$ cat src/design/bpc_pkg.sv
`default_nettype none

package bpc_pkg;

    // Fixed field widths
    localparam int MAX_BUTTONS = 8;
    localparam int IDX_W       = 3;
    localparam int TIME_W      = 16;
    localparam int MASK_W      = 8;

    // Defaults for the top-level parameters
    localparam int NUM_BUTTONS_DEF = 8;
    localparam int SCAN_STEP_DEF   = 10;

    // Depth of the queue between classifier and event sequencer
    localparam int QUEUE_DEPTH = 2;

    // Register reset values
    localparam logic [TIME_W-1:0] DEBOUNCE_RST = 16'd20;
    localparam logic [TIME_W-1:0] LONG_RST     = 16'd1000;
    localparam logic [MASK_W-1:0] ACTIVE_RST   = 8'h00;
    localparam logic [MASK_W-1:0] ENABLED_RST  = 8'hFF;

    // Event kinds as they appear on the output
    typedef enum logic [1:0] {
        EV_SHORT        = 2'd0,
        EV_LONG         = 2'd1,
        EV_LONG_RELEASE = 2'd2
    } ev_kind_t;

    // Register indexes (paddr[3:2])
    typedef enum logic [1:0] {
        REG_DEBOUNCE = 2'd0,
        REG_LONG     = 2'd1,
        REG_ACTIVE   = 2'd2,
        REG_ENABLED  = 2'd3
    } reg_idx_t;

    // Configuration seen by the classifier
    typedef struct packed {
        logic [TIME_W-1:0] debounce_time;
        logic [TIME_W-1:0] long_press_time;
        logic [MASK_W-1:0] active_level_mask;
        logic [MASK_W-1:0] enabled_mask;
    } cfg_t;

    // Events caused by one scan tick, one slot per button
    typedef struct packed {
        logic     [MAX_BUTTONS-1:0] hit;
        ev_kind_t [MAX_BUTTONS-1:0] kind;
    } rec_t;

endpackage

`default_nettype wire

$ cat src/design/bpc_front.sv
`default_nettype none

module bpc_front #(
    parameter int NUM_BUTTONS = bpc_pkg::NUM_BUTTONS_DEF,
    parameter int SCAN_STEP   = bpc_pkg::SCAN_STEP_DEF
) (
    input  wire logic                       clk,
    input  wire logic                       rst_n,
    input  wire bpc_pkg::cfg_t              cfg,
    input  wire logic [bpc_pkg::MASK_W-1:0] levels,
    input  wire logic                       accept,
    output logic                            push,
    output bpc_pkg::rec_t                   rec
);

    localparam int SUM_W = bpc_pkg::TIME_W + 1;

    logic [bpc_pkg::TIME_W-1:0] held_reg  [NUM_BUTTONS];
    logic [bpc_pkg::TIME_W-1:0] held_next [NUM_BUTTONS];
    logic [NUM_BUTTONS-1:0]     latch_reg;
    logic [NUM_BUTTONS-1:0]     latch_next;

    // Per-button classification, all lanes side by side
    always_comb
    begin
        logic [SUM_W-1:0]          sum;
        logic [bpc_pkg::TIME_W-1:0] sat;
        logic                      pressed;
        rec = '0;
        for (int b = 0; b < NUM_BUTTONS; b++)
        begin
            held_next[b]  = held_reg[b];
            latch_next[b] = latch_reg[b];
            sum     = {1'b0, held_reg[b]} + SUM_W'(SCAN_STEP);
            sat     = sum[SUM_W-1] ? '1 : sum[bpc_pkg::TIME_W-1:0];
            pressed = ~(levels[b] ^ cfg.active_level_mask[b]);
            if (cfg.enabled_mask[b])
            begin
                if (pressed)
                begin
                    held_next[b] = sat;
                    if (!latch_reg[b] && (sat > cfg.long_press_time))
                    begin
                        rec.hit[b]    = 1'b1;
                        rec.kind[b]   = bpc_pkg::EV_LONG;
                        latch_next[b] = 1'b1;
                    end
                end
                else
                begin
                    if (held_reg[b] > cfg.debounce_time)
                    begin
                        rec.hit[b]  = 1'b1;
                        rec.kind[b] = (held_reg[b] <= cfg.long_press_time) ?
                                      bpc_pkg::EV_SHORT : bpc_pkg::EV_LONG_RELEASE;
                    end
                    held_next[b]  = '0;
                    latch_next[b] = 1'b0;
                end
            end
        end
    end

    // Ticks without events never enter the queue
    assign push = accept && (rec.hit != '0);

    // Held times and latches
    always_ff @(posedge clk or negedge rst_n)
    begin
        if (!rst_n)
        begin
            for (int b = 0; b < NUM_BUTTONS; b++)
            begin
                held_reg[b] <= '0;
            end
            latch_reg <= '0;
        end
        else if (accept)
        begin
            for (int b = 0; b < NUM_BUTTONS; b++)
            begin
                held_reg[b] <= held_next[b];
            end
            latch_reg <= latch_next;
        end
    end

endmodule

`default_nettype wire

$ cat src/design/bpc_queue.sv
`default_nettype none

module bpc_queue #(
    parameter int DEPTH = bpc_pkg::QUEUE_DEPTH
) (
    input  wire logic          clk,
    input  wire logic          rst_n,
    input  wire logic          push,
    input  wire bpc_pkg::rec_t push_rec,
    input  wire logic          pop,
    output logic               full,
    output logic               not_empty,
    output bpc_pkg::rec_t      head
);

    localparam int PTR_W = (DEPTH > 1) ? $clog2(DEPTH) : 1;
    localparam int CNT_W = $clog2(DEPTH + 1);

    bpc_pkg::rec_t    slot_reg [DEPTH];
    logic [PTR_W-1:0] wr_ptr_reg;
    logic [PTR_W-1:0] rd_ptr_reg;
    logic [CNT_W-1:0] count_reg;
    logic             do_pop;

    assign full      = (count_reg == CNT_W'(DEPTH));
    assign not_empty = (count_reg != '0);
    assign head      = slot_reg[rd_ptr_reg];
    assign do_pop    = pop && not_empty;

    // Storage
    always_ff @(posedge clk)
    begin
        if (push)
        begin
            slot_reg[wr_ptr_reg] <= push_rec;
        end
    end

    // Pointers and fill count
    always_ff @(posedge clk or negedge rst_n)
    begin
        if (!rst_n)
        begin
            wr_ptr_reg <= '0;
            rd_ptr_reg <= '0;
            count_reg  <= '0;
        end
        else
        begin
            if (push)
            begin
                wr_ptr_reg <= (wr_ptr_reg == PTR_W'(DEPTH - 1)) ? '0 : wr_ptr_reg + 1'b1;
            end
            if (do_pop)
            begin
                rd_ptr_reg <= (rd_ptr_reg == PTR_W'(DEPTH - 1)) ? '0 : rd_ptr_reg + 1'b1;
            end
            if (push && !do_pop)
            begin
                count_reg <= count_reg + 1'b1;
            end
            else if (do_pop && !push)
            begin
                count_reg <= count_reg - 1'b1;
            end
        end
    end

endmodule

`default_nettype wire

$ cat src/design/bpc_back.sv
`default_nettype none

module bpc_back (
    input  wire logic          clk,
    input  wire logic          rst_n,
    input  wire logic          q_not_empty,
    input  wire bpc_pkg::rec_t q_head,
    output logic               q_pop,
    output logic               m_tvalid,
    input  wire logic          m_tready,
    output logic [7:0]         m_tdata,
    output logic               m_tlast
);

    bpc_pkg::rec_t                   pend_reg;
    bpc_pkg::rec_t                   pend_next;
    logic [bpc_pkg::MAX_BUTTONS-1:0] rem;
    logic [bpc_pkg::IDX_W-1:0]       sel;
    logic                            out_free;
    logic                            emit;
    logic                            valid_reg;
    logic [bpc_pkg::IDX_W-1:0]       idx_reg;
    bpc_pkg::ev_kind_t               kind_reg;
    logic                            last_reg;

    // Lowest pending button
    always_comb
    begin
        sel = '0;
        for (int b = bpc_pkg::MAX_BUTTONS - 1; b >= 0; b--)
        begin
            if (pend_reg.hit[b])
            begin
                sel = bpc_pkg::IDX_W'(b);
            end
        end
    end

    assign rem      = pend_reg.hit & (pend_reg.hit - 1'b1);
    assign out_free = !valid_reg || m_tready;
    assign emit     = out_free && (pend_reg.hit != '0);
    assign q_pop    = (pend_reg.hit == '0) || (emit && (rem == '0));

    // Next working record
    always_comb
    begin
        pend_next = pend_reg;
        if (emit)
        begin
            pend_next.hit = rem;
        end
        if (q_pop && q_not_empty)
        begin
            pend_next = q_head;
        end
    end

    // Working record
    always_ff @(posedge clk or negedge rst_n)
    begin
        if (!rst_n)
        begin
            pend_reg <= '0;
        end
        else
        begin
            pend_reg <= pend_next;
        end
    end

    // Output register
    always_ff @(posedge clk or negedge rst_n)
    begin
        if (!rst_n)
        begin
            valid_reg <= 1'b0;
        end
        else if (out_free)
        begin
            valid_reg <= emit;
        end
    end

    always_ff @(posedge clk)
    begin
        if (emit)
        begin
            idx_reg  <= sel;
            kind_reg <= pend_reg.kind[sel];
            last_reg <= (rem == '0);
        end
    end

    assign m_tvalid = valid_reg;
    assign m_tdata  = {3'b000, kind_reg, idx_reg};
    assign m_tlast  = last_reg;

endmodule

`default_nettype wire

$ cat src/design/button_press_classifier_unit.sv
// Button press classifier.
// Slave stream: one transfer per scan tick, s_tdata bit i is the raw level
// of button i. Master stream: one transfer per event; m_tdata carries the
// button index and the event kind (short, long reached, long released),
// m_tlast marks the final event of a tick. Ticks that cause no event
// produce no output at all.
// APB port: debounce time (0x0), long-press time (0x4), active level mask
// (0x8), enable mask (0xC); write only while the stream is idle.
// The first event of a tick passes the event queue, the working record and
// the output register; more events of the same tick follow one per cycle
// while m_tready is high. A tick is taken every cycle while the two-entry
// event queue has room; the sequencer emits the events of a tick one after
// another, so the sustained tick rate is set by the sequencer.
// Reset clears held times and latches and loads register defaults.
// When m_tready is low the output holds its event; the queue then fills and
// s_tready drops once it is full.
`default_nettype none

module button_press_classifier_unit #(
    parameter int NUM_BUTTONS = bpc_pkg::NUM_BUTTONS_DEF,
    parameter int SCAN_STEP   = bpc_pkg::SCAN_STEP_DEF
) (
    input  wire logic        clk,
    input  wire logic        rst_n,
    // slave stream
    input  wire logic        s_tvalid,
    output logic             s_tready,
    input  wire logic [7:0]  s_tdata,   // [7:0] button_levels
    // master stream
    output logic             m_tvalid,
    input  wire logic        m_tready,
    output logic [7:0]       m_tdata,   // [2:0] button_index, [4:3] event_kind, [7:5] zero
    output logic             m_tlast,   // last_event
    // configuration
    input  wire logic        psel,
    input  wire logic        penable,
    input  wire logic        pwrite,
    input  wire logic [3:0]  paddr,
    input  wire logic [31:0] pwdata,
    output logic [31:0]      prdata,
    output logic             pready
);

    bpc_pkg::cfg_t     cfg_reg;
    bpc_pkg::reg_idx_t reg_idx;
    logic              wr_en;
    logic              accept;
    logic              push;
    bpc_pkg::rec_t     push_rec;
    logic              q_full;
    logic              q_not_empty;
    logic              q_pop;
    bpc_pkg::rec_t     q_head;

    assign pready  = 1'b1;
    assign reg_idx = bpc_pkg::reg_idx_t'(paddr[3:2]);
    assign wr_en   = psel && penable && pwrite && pready;

    // Configuration registers
    always_ff @(posedge clk or negedge rst_n)
    begin
        if (!rst_n)
        begin
            cfg_reg.debounce_time     <= bpc_pkg::DEBOUNCE_RST;
            cfg_reg.long_press_time   <= bpc_pkg::LONG_RST;
            cfg_reg.active_level_mask <= bpc_pkg::ACTIVE_RST;
            cfg_reg.enabled_mask      <= bpc_pkg::ENABLED_RST;
        end
        else if (wr_en)
        begin
            case (reg_idx)
                bpc_pkg::REG_DEBOUNCE: cfg_reg.debounce_time     <= pwdata[15:0];
                bpc_pkg::REG_LONG:     cfg_reg.long_press_time   <= pwdata[15:0];
                bpc_pkg::REG_ACTIVE:   cfg_reg.active_level_mask <= pwdata[7:0];
                bpc_pkg::REG_ENABLED:  cfg_reg.enabled_mask      <= pwdata[7:0];
                default: ;
            endcase
        end
    end

    // Register read back
    always_comb
    begin
        case (reg_idx)
            bpc_pkg::REG_DEBOUNCE: prdata = {16'h0000, cfg_reg.debounce_time};
            bpc_pkg::REG_LONG:     prdata = {16'h0000, cfg_reg.long_press_time};
            bpc_pkg::REG_ACTIVE:   prdata = {24'h000000, cfg_reg.active_level_mask};
            bpc_pkg::REG_ENABLED:  prdata = {24'h000000, cfg_reg.enabled_mask};
            default:               prdata = '0;
        endcase
    end

    // Tick intake
    assign s_tready = !q_full;
    assign accept   = s_tvalid && s_tready;

    bpc_front #(
        .NUM_BUTTONS (NUM_BUTTONS),
        .SCAN_STEP   (SCAN_STEP)
    ) u_front (
        .clk    (clk),
        .rst_n  (rst_n),
        .cfg    (cfg_reg),
        .levels (s_tdata),
        .accept (accept),
        .push   (push),
        .rec    (push_rec)
    );

    bpc_queue #(
        .DEPTH (bpc_pkg::QUEUE_DEPTH)
    ) u_queue (
        .clk       (clk),
        .rst_n     (rst_n),
        .push      (push),
        .push_rec  (push_rec),
        .pop       (q_pop),
        .full      (q_full),
        .not_empty (q_not_empty),
        .head      (q_head)
    );

    bpc_back u_back (
        .clk         (clk),
        .rst_n       (rst_n),
        .q_not_empty (q_not_empty),
        .q_head      (q_head),
        .q_pop       (q_pop),
        .m_tvalid    (m_tvalid),
        .m_tready    (m_tready),
        .m_tdata     (m_tdata),
        .m_tlast     (m_tlast)
    );

endmodule

`default_nettype wire

$ cat config.mk
export PLATFORM = sky130hd
export DESIGN_NAME = button_press_classifier_unit
export DESIGN_NICKNAME = d
export VERILOG_FILES = /design/src/design/bpc_pkg.sv /design/src/design/bpc_front.sv /design/src/design/bpc_queue.sv /design/src/design/bpc_back.sv /design/src/design/button_press_classifier_unit.sv
export SDC_FILE = /design/constraint.sdc
export NUM_CORES = 1
export LEC_CHECK = 0
export BUFFER_PORTS_ARGS = -buffer_cell sky130_fd_sc_hd__buf_2
export CORE_MARGIN = 4
export CORE_UTILIZATION = 30
export CTS_BUF_LIST = sky130_fd_sc_hd__clkbuf_4 sky130_fd_sc_hd__clkbuf_8 sky130_fd_sc_hd__clkbuf_16
export DETAILED_ROUTE_END_ITERATION = 12
export PLACE_DENSITY = 0.46
export SLEW_MARGIN = 5
export SYNTH_ARGS = -nofsm -noshare
export SYNTH_HDL_FRONTEND = slang
export SYNTH_SLANG_ARGS = --single-unit
$ cat constraint.sdc
create_clock -name clk -period 7.9 [get_ports clk]
set_clock_uncertainty 0.2 [all_clocks]
set_input_delay 1.58 -clock clk [delete_from_list [all_inputs] [get_ports clk]]
set_output_delay 1.58 -clock clk [all_outputs]
set_load 0.05 [all_outputs]
==> results.sh <==
export IMPL_use_met2_pct=31.4
export IMPL_fin_crit_sh_pct=80.0
export IMPL_post_cts_resized=0
export IMPL_syn_area_per_cell_um2=9.16
export IMPL_post_drt_wl_per_cell_um=22.3
export IMPL_cp_max_fo=24
export IMPL_finalHoldViolCount=0
export IMPL_setup_violations=0
export IMPL_synthArstFlopShare_pct=79.8
export IMPL_r2r_start="u_front.held_reg[83]$_DFFE_PN0P_"
export IMPL_hold_slack_ns=0.295
export IMPL_final_area_um2=25300
export IMPL_clkTransAtPathRegs_ns=0.06
export IMPL_cts_hold_fix_buffers=0
export IMPL_cp_start_kind="flip-flop"
export IMPL_cellPowerDensity_nw_per_um2=303
export IMPL_place_area_um2=24000
export IMPL_start_util_pct=30.3
export IMPL_layout_commonest_cell="ha_1"
export IMPL_grt_first_pass_wirelength_um=118000
export IMPL_post_cts_repair_setup_buffers=0
export IMPL_seq_area_frac_synth_pct=30.9
export IMPL_crit_required_ns=8.19
export IMPL_place_ws_ns=1.66
export IMPL_nFillCells=7734
export IMPL_drt_total_wl_um=78200
export IMPL_drt_initial_drc_count=1259
export IMPL_synth_warnings=0
export IMPL_die_height_um=282
export IMPL_synth_area_um2=22600
export IMPL_die_width_um=282
export IMPL_maxCapViolations=0
export IMPL_min_period_ns=6.32
export IMPL_cts_sinks=267
export IMPL_hp_class="flip-flop to flip-flop"
export IMPL_r2r_end="u_queue.count_reg[1]$_DFFE_PN0P_"
export IMPL_grt_pass1_vias=19300
export IMPL_coreArea_um2=74600
export IMPL_drtAntennaViolNets=0
export IMPL_clock_latency_ns=0.56
export IMPL_r2r_setup_slack_ns=1.58
export IMPL_antenna_found_initial=4
export IMPL_cp_arrival_ns=6.61
export IMPL_viasPerCell=5.58
export IMPL_final_cell_mix="ha_1 (393), a21oi_1 (284), nand2_1 (215)"
export IMPL_ys_ff_latch=267
export IMPL_rows=100
export IMPL_p_leak_nw=12.0
export IMPL_grt_setup_unrepaired="false"
export IMPL_dp_hpwl_um=55500
export IMPL_slew_headroom_pct=31.4
export IMPL_crit_type="flip-flop to flip-flop"
export IMPL_grt_max_degree=116
export IMPL_final_nets=2960
export IMPL_synth_edf_count=54
export IMPL_postSynthCellCount=2465
export IMPL_startpoint="u_front.held_reg[83]$_DFFE_PN0P_"
export IMPL_utilization_pct=33.9
export IMPL_syn2layout_area_growth_pct=12.0
export IMPL_cts_tree="yes"
export IMPL_cts_made_buffers=37
export IMPL_io_pins=95
export IMPL_fmax_ghz=0.158
export IMPL_cp_endpoint="u_queue.count_reg[1]$_DFFE_PN0P_"
export IMPL_overflow=0
export IMPL_top_usage_layer="met2"
export IMPL_synth_cell_types=79
export IMPL_irDropWorstVdd_v=0.000153
export IMPL_drt_pre_antenna_iters=6
export IMPL_endpoint_kind="flip-flop"
export IMPL_root_buffer="clkbuf_16"
export IMPL_setup_tns_ns=0
export IMPL_via_count=19600
export IMPL_tightest_slew_ns=1.02
export IMPL_largest_reg_flops=128
export IMPL_clockBufferDepth=3
export IMPL_place_congestion=0.854
export IMPL_fp_dieArea_um2=79700
export IMPL_grt_usage_pct=19.3
export IMPL_drcViolationCount=0
export IMPL_ys_flop_type="dfrtp_1"
export IMPL_h_tree_depth=2
export IMPL_drive_gt1_share_pct=9.87
export IMPL_timing_final_ws_setup_ns=1.58
export IMPL_reg2regPathDepth=17
export IMPL_grtUsageMet1_pct=26.0
export IMPL_grt_use_met3_pct=3.11
export IMPL_maxSlewViolCount=0
export IMPL_io_buffers=56
export IMPL_status="complete, no violations"
[kinds of logic after synthesis]
group,count (synthesis),synth area share [%]
flops,267,30.9
simple gates,712,15.3
xor+xnor,77,3.02
mux,84,4.61
other cells,2,0.0333
compound gates,737,20.7
fa+ha+maj,393,21.8
buf+inv,193,3.59
[Yosys cell counts (18+ instances only)]
library cell	number	area [µm²]
a21o_1	55	413
a21oi_1	284	1420
a22o_1	41	359
a31oi_1	59	369
and2_1	18	113
and3_1	22	138
and4_1	22	193
buf_4	20	150
clkbuf_1	78	293
dfrtp_1	197	4930
edfxtp_1	54	1620
ha_1	393	4920
inv_1	89	334
mux2_2	37	417
mux2i_1	33	330
nand2_1	215	807
nand3_1	87	435
nand4_1	71	444
nor2_1	171	642
nor2b_1	32	200
o211ai_1	19	143
o21a_1	44	330
o21ai_0	82	410
o21ai_1	30	150
o22a_1	40	350
xnor2_1	28	245
xor2_1	48	420
[routing by layer]
layer	share of wire, %	routed length, µm
met5	0.042	33
met3	5.6	4410
met2	45	35200
met4	3.6	2800
met1	46	35700
[worst max-delay path: stages, from the launching register on]
cell	delay [ns]
dfrtp_1	0.53
a21oi_1	0.18
nor3_1	0.66
and4_1	0.43
nand4_1	0.83
o21ai_1	0.48
ha_1	0.32
nand4_1	0.13
nor2_1	0.06
a221o_1	0.31
or3_1	0.35
a22oi_1	0.37
nand4b_1	0.21
o41ai_4	0.43
inv_2	0.12
ha_1	0.34
nor2_1	0.15
xor2_1	0.14
[layout make-up]
class / count / area, µm² / share of cell area [%]
multi-input cells: 2023 / 14900 / 58.8
flip-flops and latches: 267 / 6970 / 27.6
well taps: 969 / 1210 / 4.80
clock buffers: 49 / 1050 / 4.16
repair buffers: 95 / 596 / 2.36
inverters: 92 / 345 / 1.37
clock inverters: 17 / 226 / 0.896
diodes: 2 / 5.00 / 0.0198
[power by group]
| group | internal [mW] | switching, mW | total, mW |
|---|---|---|---|
| Sequential | 1.73 | 0.467 | 2.20 |
| Combinational | 1.44 | 2.22 | 3.66 |
| Clock | 1.10 | 0.688 | 1.79 |
[metrics by stage]
stage	cells	power, mW
2_1_floorplan	2483	4.68
3_3_place_gp	3446	5.74
3_5_place_dp	3446	5.86
4_1_cts	3512	7.71
5_1_grt	3512	8.25
6_report	3514	7.65
[worst min path at each step]
stage	start	endpoint	slack (ns)	cells past startpoint
4_1_cts	u_queue.count_reg[1]$_DFFE_PN0P_	u_queue.count_reg[1]$_DFFE_PN0P_	0.30	1
5_1_grt	u_queue.count_reg[1]$_DFFE_PN0P_	u_queue.count_reg[1]$_DFFE_PN0P_	0.33	1
2_1_floorplan	u_queue.count_reg[1]$_DFFE_PN0P_	u_queue.count_reg[1]$_DFFE_PN0P_	0.26	1
6_report	u_queue.count_reg[1]$_DFFE_PN0P_	u_queue.count_reg[1]$_DFFE_PN0P_	0.30	1
3_5_place_dp	u_queue.count_reg[1]$_DFFE_PN0P_	u_queue.count_reg[1]$_DFFE_PN0P_	0.29	1
3_3_place_gp	u_queue.count_reg[1]$_DFFE_PN0P_	u_queue.count_reg[1]$_DFFE_PN0P_	0.29	1
Note: power is estimated with default switching activity, not from simulation.
